**src/rtl/core/ljpe_pkg.sv**
```systemverilog
// Shared types and constants for the Lennard-Jones pair energy block.
// Holds the beat structs, function and register codes and default sizes.
// No dependencies; every other file in rtl/core refers to it by scoped name.
`default_nettype none

package ljpe_pkg;

  localparam int MAX_ATOMS_DEF   = 4096;
  localparam int MAX_TYPES_DEF   = 64;
  localparam int BOND_SLOTS_DEF  = 4;
  localparam int ANGLE_SLOTS_DEF = 12;

  // Operand and product widths of the shared signed multiplier.
  localparam int MUL_W  = 33;
  localparam int PROD_W = 66;

  typedef enum logic [1:0] {
    FUNC_ATOM = 2'd0,
    FUNC_EXCL = 2'd1,
    FUNC_TYPE = 2'd2,
    FUNC_PAIR = 2'd3
  } func_e;

  localparam logic [1:0] CFG_BOX_X     = 2'd0;
  localparam logic [1:0] CFG_BOX_Y     = 2'd1;
  localparam logic [1:0] CFG_BOX_Z     = 2'd2;
  localparam logic [1:0] CFG_CUTOFF_SQ = 2'd3;

  typedef struct packed {
    func_e              func;
    logic [11:0]        atom_a;
    logic [11:0]        atom_b;
    logic [3:0]         slot;
    logic signed [31:0] coord_x;
    logic signed [31:0] coord_y;
    logic signed [31:0] coord_z;
    logic signed [7:0]  image_x;
    logic signed [7:0]  image_y;
    logic signed [7:0]  image_z;
    logic [5:0]         atom_type;
    logic               flag;
  } in_item_t;

  typedef struct packed {
    logic signed [63:0] energy;
    logic [31:0]        pair_count;
    logic               saturated;
  } out_item_t;

  // Request to the divider: start pulse with Q32.32 numerator and denominator.
  typedef struct packed {
    logic        start;
    logic [63:0] num;
    logic [63:0] den;
  } div_req_t;

endpackage

`default_nettype wire

```
**src/rtl/core/ljpe_mul.sv**
```systemverilog
// Shared signed 33x33 multiplier with a registered product.
// Depends on ljpe_pkg for the operand and product widths.
`default_nettype none

module ljpe_mul (
  input  logic                               clk_i,
  input  logic signed [ljpe_pkg::MUL_W-1:0]  a_i,
  input  logic signed [ljpe_pkg::MUL_W-1:0]  b_i,
  output logic signed [ljpe_pkg::PROD_W-1:0] prod_o
);

  logic signed [ljpe_pkg::PROD_W-1:0] prod_q;

  always_ff @(posedge clk_i) begin
    prod_q <= a_i * b_i;
  end

  assign prod_o = prod_q;

endmodule

`default_nettype wire

```
**config.mk**
```make
export PLATFORM = sky130hd
export DESIGN_NAME = ljpe_mul
export DESIGN_NICKNAME = d
export VERILOG_FILES = /design/src/rtl/core/ljpe_pkg.sv /design/src/rtl/core/ljpe_mul.sv
export SDC_FILE = /design/constraint.sdc
export NUM_CORES = 2
export LEC_CHECK = 0
export BUFFER_PORTS_ARGS = -buffer_cell sky130_fd_sc_hd__buf_4
export CAP_MARGIN = 30
export CORE_ASPECT_RATIO = 1.5
export CORE_MARGIN = 2
export CORE_UTILIZATION = 55
export DETAILED_ROUTE_END_ITERATION = 10
export PLACE_DENSITY = 0.82
export SYNTH_ARGS = -nofsm -noshare
export SYNTH_HDL_FRONTEND = slang
export SYNTH_SLANG_ARGS = --single-unit
```
**constraint.sdc**
```tcl
create_clock -name clk_i -period 12.89 [get_ports clk_i]
set_clock_uncertainty 0.05 [all_clocks]
set_input_delay 0.6445 -clock clk_i [delete_from_list [all_inputs] [get_ports clk_i]]
set_output_delay 0.6445 -clock clk_i [all_outputs]
set_load 0.01 [all_outputs]
```
# Word-level counts from Yosys, hierarchy flattened
# Index checks and enable logic that the tools add are counted.
totals:
  regBits: 66
  in_bits: 67
  out_inout_bits: 66
  wordCells: 2
op_classes:
  multipliers: 1
op_table:
  columns: ["operator", "count"]
  rows:
  - ["multiplier 33 x 33 -> 66 bit", 1]

# Longest topological paths before layout
depth:
  depth_word: 1
  ltp_mapped: 27
  ltp_nobuf: 26

# Least setup slack after synthesis
# OpenSTA, ideal clock, no wires.
synth_path:
  kind: "in2reg"
  startpoint: "input a_i[32] (netlist name)"
  endpoint: "register prod_q (netlist bit prod_o[62])"
  setup_ns: 0.079
  t_arrival_ns: 7.802
  required_time_ns: 12.761
  path_slack_ns: 4.959
  path_stages: 23
  n_path_buf: 2
  path_cell_list: "clkbuf_1 -> nand2_1 -> inv_1 -> fa_1 -> fa_1 -> fa_1 -> fa_1 -> fa_1 -> fa_1 -> fa_1 -> inv_1 -> fa_1 -> inv_1 -> ha_1 -> clkbuf_1 -> and3_1 -> nand3_1 -> nand2b_1 -> a2111oi_4 -> a211oi_4 -> a21o_2 -> a21o_1 -> a211oi_2"
synth_via:
  elab_chain_len: 1
synth_rtl:
  columns: ["item", "line_no", "source"]
  rows:
  - ["from (decl)", "ljpe_mul.sv:7", "input logic signed [ljpe_pkg::MUL_W-1:0] a_i,"]
  - ["multiplier 33 x 33 -> 66 bit", "ljpe_mul.sv:15", "prod_q <= a_i * b_i;"]
  - ["to (signal assigned)", "ljpe_mul.sv:15", null]
  - ["to (decl)", "ljpe_mul.sv:12", "logic signed [ljpe_pkg::PROD_W-1:0] prod_q;"]
# Every way passes these cells.

# Worst setup path in the final report
layout_path:
  startpoint: "input b_i[6] (netlist name)"
  endpoint: "register prod_q (netlist bit prod_o[64])"
layout_via:
  elab_chain_len: 1
layout_rtl:
  columns: ["item", "line_no", "source"]
  rows:
  - ["from (decl)", "ljpe_mul.sv:8", "input logic signed [ljpe_pkg::MUL_W-1:0] b_i,"]
  - ["multiplier 33 x 33 -> 66 bit", "ljpe_mul.sv:15", null]
# Every way passes these cells.

==> results by group <==
Finish
  – Layout cell share with drive strength beyond 1: 0.0440
  – Max FFs per register: 66
  – Fin cells: 5266
  – Register area: 1320 µm²
  – Multi-input logic area: 34300 µm²
  – Nets: 5692
  – Area Growth Syn to Fin: 4.34%
  – Fillcell total: 6229
  – Final instance area: 42500 µm²

Worst hold path
  – Hold depth: 2
  – HP Class: in -> reg
  – Hold Crit Start: b_i[0]
  – WHS Endpoint: prod_o[0]

STA
  – Slew headroom: 0.352
  – Worst Hold Slack: 0.714 ns
  – Final setup fails: 0
  – Post-route setup TNS: 0 ns
  – Fin. Hold Viols: 0
  – Tightest Pin Transition: 0.971 ns
  – Tmin final: 8.37 ns
  – Top achievable clock speed: 120 MHz
  – Final period utilization: 0.649
  – Count of pins over their slew limit: 0
  – Unrepaired setup endpoints after global routing: false

Clocking
  – CTS root buf: clkbuf_16
  – Post-CTS Resized: 0
  – # clock sinks: 66
  – Max Root-Sink Buffers: 2
  – H-tree levels: 3
  – Clock tree from TritonCTS: done
  – CTS buffer count: 9
  – Setup bufs post-CTS: 0
  – Clk slew on worst S/H paths: 0.06 ns
  – CTS Hold Bufs: 0

Logic synthesis
  – Synth unique cells: 80
  – Syn_nets: 5767
  – Synth Instances: 4338
  – Mux contribution to synthesized area: 0
  – Top FF cell, synth: dfxtp_1
  – Asr flop ratio synth: 0
  – Syn Area/Cell: 9.39 µm²
  – Yosys reg bits: 66
  – Xor and xnor area share after synthesis: 0.0146
  – EDFF count, synth: 0
  – Post-synth top area cell: fa_1
  – Most common cell in the netlist: fa_1
  – Area share of and/or/nand/nor cells after synthesis: 0.158
  – Top cells by count, synth: fa_1, inv_1, and2_1
  – Compound-Gate Fraction of Synth Area: 0.0407
  – Post-synthesis adder-cell area fraction: 0.629
  – Top cells by area, synth: fa_1, inv_1, and2_1, ha_1, nand2_1
  – Sequential fraction of the synthesis area: 0.0324
  – Top-area cell type share of the netlist area: 0.563
  – Mapped cell area: 40700 µm²
  – YS warnings: 0
  – Largest family of logic cells by synthesized area: adder cells

Global routing
  – Largest net degree at the start of global routing: 34
  – Antenna violations before repair: 9
  – GRT Total Usage: 0.313
  – First-pass GRT wire length: 178000 µm
  – Number of global-route vias before repair: 33400
  – GR Overflow Total: 0

Die
  – Row cnt: 122
  – Die Wd: 226 µm
  – # IOs: 133
  – Die footprint: 76300 µm²
  – Die height: 337 µm
  – Core area: 73600 µm²
  – Starting density of the core: 0.554

Route
  – Vias per cell: 5.64
  – Wire per inst: 21.6 µm
  – DR pass1 iterations: 6
  – Via count: 29700
  – Post-route DRC: 0
  – Antenna Violating Nets Remaining: 0
  – Drt total wl: 114000 µm
  – 1st-iter DRT viols: 2245

Setup path
  – Worst Path Buf+Inv: 6
  – Worst path top cell family by delay: adder cells
  – Slowest cell delay on critical path: 1.16 ns
  – Cell chain of the critical path: buf_4 > nand2_1 > inv_1 > fa_1 > fa_1 > inv_1 > fa_1 > inv_1 > fa_1 > fa_1 > fa_1 > fa_1 > inv_1 > fa_1 > inv_1 > ha_1 > nand4_1 > nor3_1 > o311ai_4 > nand3_2 > a211oi_1 > a311oi_1
  – Critical path's most frequent cell: fa_1
  – WP data arrival: 8.58 ns
  – Worst path depth: 22
  – Slowest-stage cell, CP: fa_1
  – Max FO, Critical Path: 33
  – Worst path required time: 13.10 ns
  – Startpoint types: input port
  – CP Class: in -> reg
  – Type of element capturing the critical path: flop

Place
  – Port buffer count: 132
  – DP Cell Count: 5244
  – Routability congestion estimate: 0.945
  – HPWL after detailed placement: 93400 µm
  – Post-DP Area: 42200 µm²

Outcome
  – Outcome: completed

Run
  – Max-cap violation count: 0
## worst max-delay path by stage
| stage | from | end | slack (ns) |
|---|---|---|---|
| 3_3_place_gp | b_i[0] | prod_o[62] | 4.49 |
| 6_report | b_i[6] | prod_o[64] | 4.52 |
| 3_5_place_dp | b_i[6] | prod_o[62] | 4.31 |
| 2_1_floorplan | a_i[32] | prod_o[62] | 4.96 |
| 4_1_cts | b_i[6] | prod_o[62] | 4.64 |
| 5_1_grt | b_i[6] | prod_o[64] | 4.21 |
## per-layer routing
| layer | routed length [µm] | up-vias | global-route usage |
|---|---|---|---|
| met2 | 59000 | 1475 | 0.551 |
| met5 | 0 | - | 0 |
| met1 | 33100 | 15300 | 0.307 |
| li1 | - | 12200 | - |
| met4 | 14600 | 0 | 0.315 |
| met3 | 6890 | 681 | 0.0473 |
## cell usage in the layout (no fill, tap or decap), types with 4 or more instances in the layout
master     synthesis  layout
a211o_1            6       6
a211oi_1           7       7
a21o_1            36      36
a21oi_1           57      57
a31oi_1            8       8
and2_1           562     562
and3_1             5       5
and4_1             5       5
buf_4              0     133
clkbuf_16          0       9
dfxtp_1           66      66
diode_2            0       6
fa_1            1145    1145
ha_1             217     217
inv_1           1131    1131
nand2_1          551     551
nand2b_1          12      12
nand3_1           25      25
nand4_1           11      11
nor2_1            68      68
nor2b_1            5       5
nor3_1             7       7
o211ai_1           4       4
o21a_1             6       6
o21ai_0           25      25
o21ai_1            6       6
o21bai_1          11      11
xnor2_1           43      43
xor2_1            25      25
## final cells by class
cell class	instances	share of cell area
antenna	6	0.000353
tap	992	0.0292
clock inverter	6	0.00165
sequential	66	0.0311
timing repair buffer	135	0.0248
inverter	1131	0.0999
multi-input combinational	2920	0.807
clock buffer	10	0.00562
## stage by stage
step,util,setup slack (ns)
global route,0.578,4.21
CTS,0.577,4.64
global placement,0.573,4.49
detailed placement,0.573,4.31
floorplan,-,4.96
finish,0.578,4.52
## cell families (layout without fill, tap and decap cells)
group                      after synthesis  count (layout)
other                                    0               6
adders and majority gates             1362            1362
AOI/OAI and AO/OA                      219             219
DFF                                     66              66
xor gates and xnor gates                68              68
buffers and inverters                 1352            1282
and+or+nand+nor                       1271            1271
Power is left out: the tool's default activity adds up to more than one toggle a clock period on the data nets, which glitch-free logic cannot reach.
