$ cat src/rtl/core/ljpe_pkg.sv
// Shared types and constants for the Lennard-Jones pair energy block.
// Holds the beat structs, function and register codes and default sizes.
// No dependencies; every other file in rtl/core refers to it by scoped name.
`default_nettype none

package ljpe_pkg;

  localparam int MAX_ATOMS_DEF   = 4096;
  localparam int MAX_TYPES_DEF   = 64;
  localparam int BOND_SLOTS_DEF  = 4;
  localparam int ANGLE_SLOTS_DEF = 12;

  // Operand and product widths of the shared signed multiplier.
  localparam int MUL_W  = 33;
  localparam int PROD_W = 66;

  typedef enum logic [1:0] {
    FUNC_ATOM = 2'd0,
    FUNC_EXCL = 2'd1,
    FUNC_TYPE = 2'd2,
    FUNC_PAIR = 2'd3
  } func_e;

  localparam logic [1:0] CFG_BOX_X     = 2'd0;
  localparam logic [1:0] CFG_BOX_Y     = 2'd1;
  localparam logic [1:0] CFG_BOX_Z     = 2'd2;
  localparam logic [1:0] CFG_CUTOFF_SQ = 2'd3;

  typedef struct packed {
    func_e              func;
    logic [11:0]        atom_a;
    logic [11:0]        atom_b;
    logic [3:0]         slot;
    logic signed [31:0] coord_x;
    logic signed [31:0] coord_y;
    logic signed [31:0] coord_z;
    logic signed [7:0]  image_x;
    logic signed [7:0]  image_y;
    logic signed [7:0]  image_z;
    logic [5:0]         atom_type;
    logic               flag;
  } in_item_t;

  typedef struct packed {
    logic signed [63:0] energy;
    logic [31:0]        pair_count;
    logic               saturated;
  } out_item_t;

  // Request to the divider: start pulse with Q32.32 numerator and denominator.
  typedef struct packed {
    logic        start;
    logic [63:0] num;
    logic [63:0] den;
  } div_req_t;

endpackage

`default_nettype wire

$ cat src/rtl/core/ljpe_div.sv
// Radix-2 restoring divider producing floor(num * 2^32 / den) in 64 steps.
// The caller guarantees num[63:32] < den. Depends on ljpe_pkg for div_req_t.
`default_nettype none

module ljpe_div (
  input  logic                clk_i,
  input  logic                rst_ni,
  input  ljpe_pkg::div_req_t  req_i,
  output logic                done_o,
  output logic [63:0]         quo_o
);

  logic [63:0] rem_q, dvd_q, den_q, quo_q;
  logic [6:0]  cnt_q;
  logic        busy_q, done_q;
  logic [64:0] rem_sh;
  logic        take;

  assign rem_sh = {rem_q, dvd_q[63]};
  assign take   = rem_sh >= {1'b0, den_q};

  always_ff @(posedge clk_i or negedge rst_ni) begin
    if (!rst_ni) begin
      busy_q <= 1'b0;
      done_q <= 1'b0;
      cnt_q  <= '0;
    end else begin
      done_q <= 1'b0;
      if (req_i.start) begin
        busy_q <= 1'b1;
        cnt_q  <= 7'd64;
      end else if (busy_q) begin
        cnt_q <= cnt_q - 7'd1;
        if (cnt_q == 7'd1) begin
          busy_q <= 1'b0;
          done_q <= 1'b1;
        end
      end
    end
  end

  always_ff @(posedge clk_i) begin
    if (req_i.start) begin
      rem_q <= {32'd0, req_i.num[63:32]};
      dvd_q <= {req_i.num[31:0], 32'd0};
      den_q <= req_i.den;
      quo_q <= '0;
    end else if (busy_q) begin
      rem_q <= take ? 64'(rem_sh - {1'b0, den_q}) : rem_sh[63:0];
      dvd_q <= {dvd_q[62:0], 1'b0};
      quo_q <= {quo_q[62:0], take};
    end
  end

  assign done_o = done_q;
  assign quo_o  = quo_q;

endmodule

`default_nettype wire

$ cat config.mk
export PLATFORM = sky130hd
export DESIGN_NAME = ljpe_div
export DESIGN_NICKNAME = d
export VERILOG_FILES = /design/src/rtl/core/ljpe_pkg.sv /design/src/rtl/core/ljpe_div.sv
export SDC_FILE = /design/constraint.sdc
export NUM_CORES = 1
export LEC_CHECK = 0
export BUFFER_PORTS_ARGS = -buffer_cell sky130_fd_sc_hd__buf_2
export CAP_MARGIN = 10
export CORE_MARGIN = 1.5
export CORE_UTILIZATION = 52
export CTS_CLUSTER_DIAMETER = 60
export DETAILED_ROUTE_END_ITERATION = 12
export GPL_TIMING_DRIVEN = 0
export PLACE_DENSITY = 0.77
export SYNTH_ARGS = -nofsm -noshare
export SYNTH_HDL_FRONTEND = slang
export SYNTH_SLANG_ARGS = --single-unit
export TNS_END_PERCENT = 5
$ cat constraint.sdc
create_clock -name clk_i -period 3.45 [get_ports clk_i]
set_clock_uncertainty 0.2 [all_clocks]
set_input_delay 0.345 -clock clk_i [delete_from_list [all_inputs] [get_ports clk_i]]
set_output_delay 0.345 -clock clk_i [all_outputs]
set_load 0.1 [all_outputs]
* After elaboration in Yosys (flattened, before gate mapping)
Cells that the tools add are included.
** Operators by class
- $add $sub $neg :: 2
- $lt $le $gt $ge :: 1
- Eq/ne operators :: 1
- Mux-type cells :: 13
- Reduce and logical (&&, ||, !) cells :: 1
** Operators with widths (number)
- 64-bit 2-to-1 mux :: 3
- 65-bit by 64-bit greater-or-equal comparator with 1-bit output :: 1
- 32-bit 2-to-1 mux :: 2
- 64-bit subtractor :: 1
- 7-bit 2-to-1 mux :: 2
- 7-bit by 1-bit == test with 1-bit output, second input constant :: 1
- 7-bit by 1-bit subtractor with 7-bit output, second input constant :: 1
- 1-bit 2-to-1 mux :: 6
- 2-bit nonzero test :: 1
** Storage, ports and cells
- Bits in registers :: 233
- Output and inout port bits :: 65
- Word-level logic and storage cells :: 26

* Longest topological paths before layout
- Depth after elaboration :: 4
- Mapped depth :: 16

* Worst setup path after synthesis
OpenSTA, ideal clock, no wires.
- Kind :: reg-to-reg
- Start point :: register dvd_q[63]
- End point :: register rem_q[28], data pin
- Data arrival time :: 2.934 ns
- Data required time :: 2.990 ns
- Slack :: 0.056 ns
- Cell stages (with the launch flop) :: 15
- Path buffers :: 0
- Cell sequence :: edfxtp_1 > inv_1 > ha_1 > fa_1 > nand2b_1 > a21oi_1 > nor2_1 > o31ai_2 > a21oi_1 > o21ai_1 > nand3_1 > a311oi_1 > xnor2_1 > o21ai_0 > mux2_2
** On the way
- Cells in the longest elaborated chain, start to end :: 4
- Elaborated cells between the ends (all ways) :: 5
- Those cells by class :: add/sub: 1; order compare: 1; mux: 3
** RTL lines
- from (decl) :: line ljpe_div.sv:13 : logic [63:0] rem_q, dvd_q, den_q, quo_q;
- from (signal assigned) :: line ljpe_div.sv:45 : dvd_q <= {req_i.num[31:0], 32'd0};
- from (signal assigned) :: line ljpe_div.sv:50 : dvd_q <= {dvd_q[62:0], 1'b0};
- 64-bit subtractor / 65-bit by 64-bit greater-or-equal comparator with 1-bit output (equally long branches) :: line ljpe_div.sv:49, ljpe_div.sv:20
- 64-bit 2-to-1 mux * :: line ljpe_div.sv:49 : rem_q <= take ? 64'(rem_sh - {1'b0, den_q}) : rem_sh[63:0];
- 32-bit 2-to-1 mux * :: line ljpe_div.sv:48 : end else if (busy_q) begin
- 32-bit 2-to-1 mux * :: line ljpe_div.sv:43 : if (req_i.start) begin
- to (signal assigned) :: line ljpe_div.sv:44 : rem_q <= {32'd0, req_i.num[63:32]};
- to (signal assigned) :: line ljpe_div.sv:49
- to (decl) :: line ljpe_div.sv:13
Mark *: on every way between the ends. The rest lies on a longest branch, timed or not. The select of a mux whose other input is x is not followed.
A chain may end at the register's enable or synchronous reset.

* Worst setup path in the final report
- Start point :: register den_q[11]
- End point :: register rem_q[62]
** On the way
- Cells in the longest elaborated chain, start to end :: 2
- Elaborated cells between the ends (all ways) :: 3
- Those cells by class :: add/sub: 1; order compare: 1; mux: 1
** RTL lines
- from (decl) :: line ljpe_div.sv:13
- from (signal assigned) :: line ljpe_div.sv:46 : den_q <= req_i.den;
- 64-bit subtractor / 65-bit by 64-bit greater-or-equal comparator with 1-bit output (equally long branches) :: line ljpe_div.sv:49, ljpe_div.sv:20
- 64-bit 2-to-1 mux * :: line ljpe_div.sv:49
Mark *: on every way between the ends. The rest lies on a longest branch, timed or not.

==> metrics.csv <==
metric;value;unit
critPathMaxStageDelay;410;ps
core_area;24400;µm²
syn_nets;1541;
die_w;161;µm
wirelength;40100;µm
yosysUniqueCellTypes;64;
grt_max_degree;67;
maxCapViolCount;0;
p_leak;8.00;nW
place.gp.congestion;0.971;
grt_pass1_wl;60000;µm
yosys-top-cells-area;edfxtp_1 30%, dfxtp_1 15%, ha_1 6.4%;
cts_buffers;26;
max_slew_margin;39.8;%
place_area;14400;µm²
fin_setup_tns;-3070;ps
crit_required;3710;ps
post-dp-hpwl;24500;µm
clk_latency;550;ps
cp_top_family;compound AO/OA/AOI/OAI gates;
clk_pin_slew;60;ps
synth_edf_count;128;
dominantRegCellSynth;edfxtp_1;
crit_arrival;3860;ps
yosys.area.top_type_share;29.6;%
avgSynthCellArea;9.67;µm²
utilization;71.6;%
worst-path-max-fanout;4;
cts_root_buf;clkbuf_16;
syn_area;13000;µm²
worst_pin_slew;904;ps
drtPass1Iterations;7;
via_per_inst;5.80;
fp.dieH;161;µm
nets;1914;
ios;196;
powerDensity;806;nW/µm²
multi_input_area;6890;µm²
synth_top_area_cell;edfxtp_1;
min_period;3610;ps
netlist_top_cells_count;161 x nor2_1, 128 x edfxtp_1, 117 x a21oi_1, 110 x inv_1, 96 x dfxtp_1;
status;finished, violations left;
syn_inst;1343;
ys_seq_area_share;46.1;%
syn2layout_area_growth;34.6;%
h-tree-depth;1;
holdWs;27.1;ps
start_kind;flop;
die-area;25900;µm²
ys_ff_latch;233;
io_buffers;195;
crit_buf_inv;3;
setup_violations;42;
cp_slowest_cell;edfxtp_1;
async_flop_share;3.86;%
floorplan.rows;57;
crit_chain;inv_1, ha_1, buf_6, buf_4, a21oi_1, o21ai_0, nand2_1, a31oi_1, a311oi_2, o211ai_1, a21oi_2, o21ai_1, xnor2_1, o211a_1, nor3_1;
drt-initial-drc-count;1108;
grt_setup_unrepaired;true;
seq_area;5990;µm²
violations;setup timing;
fill_cells;1701;
initial_core_util;53.2;%
grt.total_usage;28.8;%
synth_warnings;0;
fmaxAchievable;0.277;GHz
peakVddDrop;0.000492;V
drc;0;
drv_slew;0;
clockBufferDepth;3;
path_class;reg2reg;
worst_slack;-155;ps
antenna_found_initial;2;
drive_above_1_share;25.3;%
wl_per_cell;19.4;µm
vias;11963;
clock-sinks;233;
end_kind;flop;
overflow;0;
hold_viol;0;
synth.most_common_cell;nor2_1;
min_path_type;in2reg;
cts_tree;built;
postRouteAntennaNets;0;
min_period_over_period;105;%
stdcell_area;17500;µm²
grt_pass1_vias;11823;
post-place-ws;-594;ps
==> cell families after synthesis <==
kind of cell             count (synthesis)  share of synthesized area, %
AND/OR/NAND/NOR                        350                          12.1
AO/OA/AOI/OAI                          331                          16.1
flip-flops                             233                          46.1
buffers and inverters                  183                          5.60
multiplexers                           114                          9.22
adder cells (fa/ha/maj)                 67                          6.51
XOR/XNOR                                65                          4.38
==> path summary, 6_finish.rpt <==
check	from	end	slack, ps	depth (start not counted)
min	req_i[127]	rem_q[31]	30	3
max	den_q[11]	rem_q[62]	-160	15
min in group asynchronous	rst_ni	cnt_q[3]	610	3
min reg2reg	quo_o[0]	quo_o[0]	280	2
max reg2reg	den_q[11]	rem_q[62]	-160	15
max in group asynchronous	rst_ni	cnt_q[2]	2170	3
==> metrics by stage <==
stage	std cells	power (mW)
after floorplan	1343	8.06
after global placement	1862	9.31
after detailed placement	1863	9.42
after CTS	2050	13.1
after global routing	2062	14.7
final	2062	14.1
==> report_power, final <==
part | switching (mW) | internal [mW]
logic | 4.20 | 3.16
registers | 0.414 | 3.53
clock network | 1.16 | 1.63
total | 5.77 | 8.32
==> worst reg2reg max path: stages, from the launching register on <==
cell and delay (ps):
edfxtp_1 410, inv_1 100, ha_1 250, buf_6 130, buf_4 140, a21oi_1 220
o21ai_0 160, nand2_1 170, a31oi_1 120, a311oi_2 390, o211ai_1 220, a21oi_2 340
o21ai_1 140, xnor2_1 150, o211a_1 210, nor3_1 170
==> final cells by class <==
cell class                      count  area share, %
Sequential cell                   233           34.3
Clock inverter                     13          0.938
Buffer                             60           2.18
Multi-Input combinational cell    927           39.4
Antenna cell                        2         0.0286
Clock buffer                       35           3.92
Timing Repair Buffer              358           14.5
Tap cell                          324           2.32
Inverter                          110           2.36
==> cells in the final DEF, fill, tap and decap left out, types with 41 or more instances in the layout <==
master	instances
inv_1	107
nor2_1	156
nand2_1	77
edfxtp_1	128
o21ai_0	52
clkbuf_1	46
a21oi_1	96
buf_2	196
ha_1	41
mux2i_1	69
mux2_2	42
dlygate4sd3_1	129
dfxtp_1	96
==> timing repair <==
action                                 CTS  global route
pin swaps                               27            44
endpoints found under the hold margin  136             0
hold buffers                           129             0
cloned                                   1             0
setup endpoints to repair               65            65
setup buffers                           16            16
resized for setup                       92            79
==> metal layers <==
metal  wire [µm]  vias up  GRT usage, %  part of all wire [%]
met1       15500     5604          35.9                    39
li1            -     5532             -                     -
met4        2020        0          11.6                   5.0
met5           0        -             0                     0
met3        3580      175          5.19                   8.9
met2       19000      652          49.5                    47
==> registers in the layout (all words and copies together) (netlist names) <==
signal  cells
busy_q      1
cnt_q       7
done_o      1
dvd_q      32
den_q      64
rem_q      64
quo_o      64
Note: power is estimated with default switching activity, not from simulation.
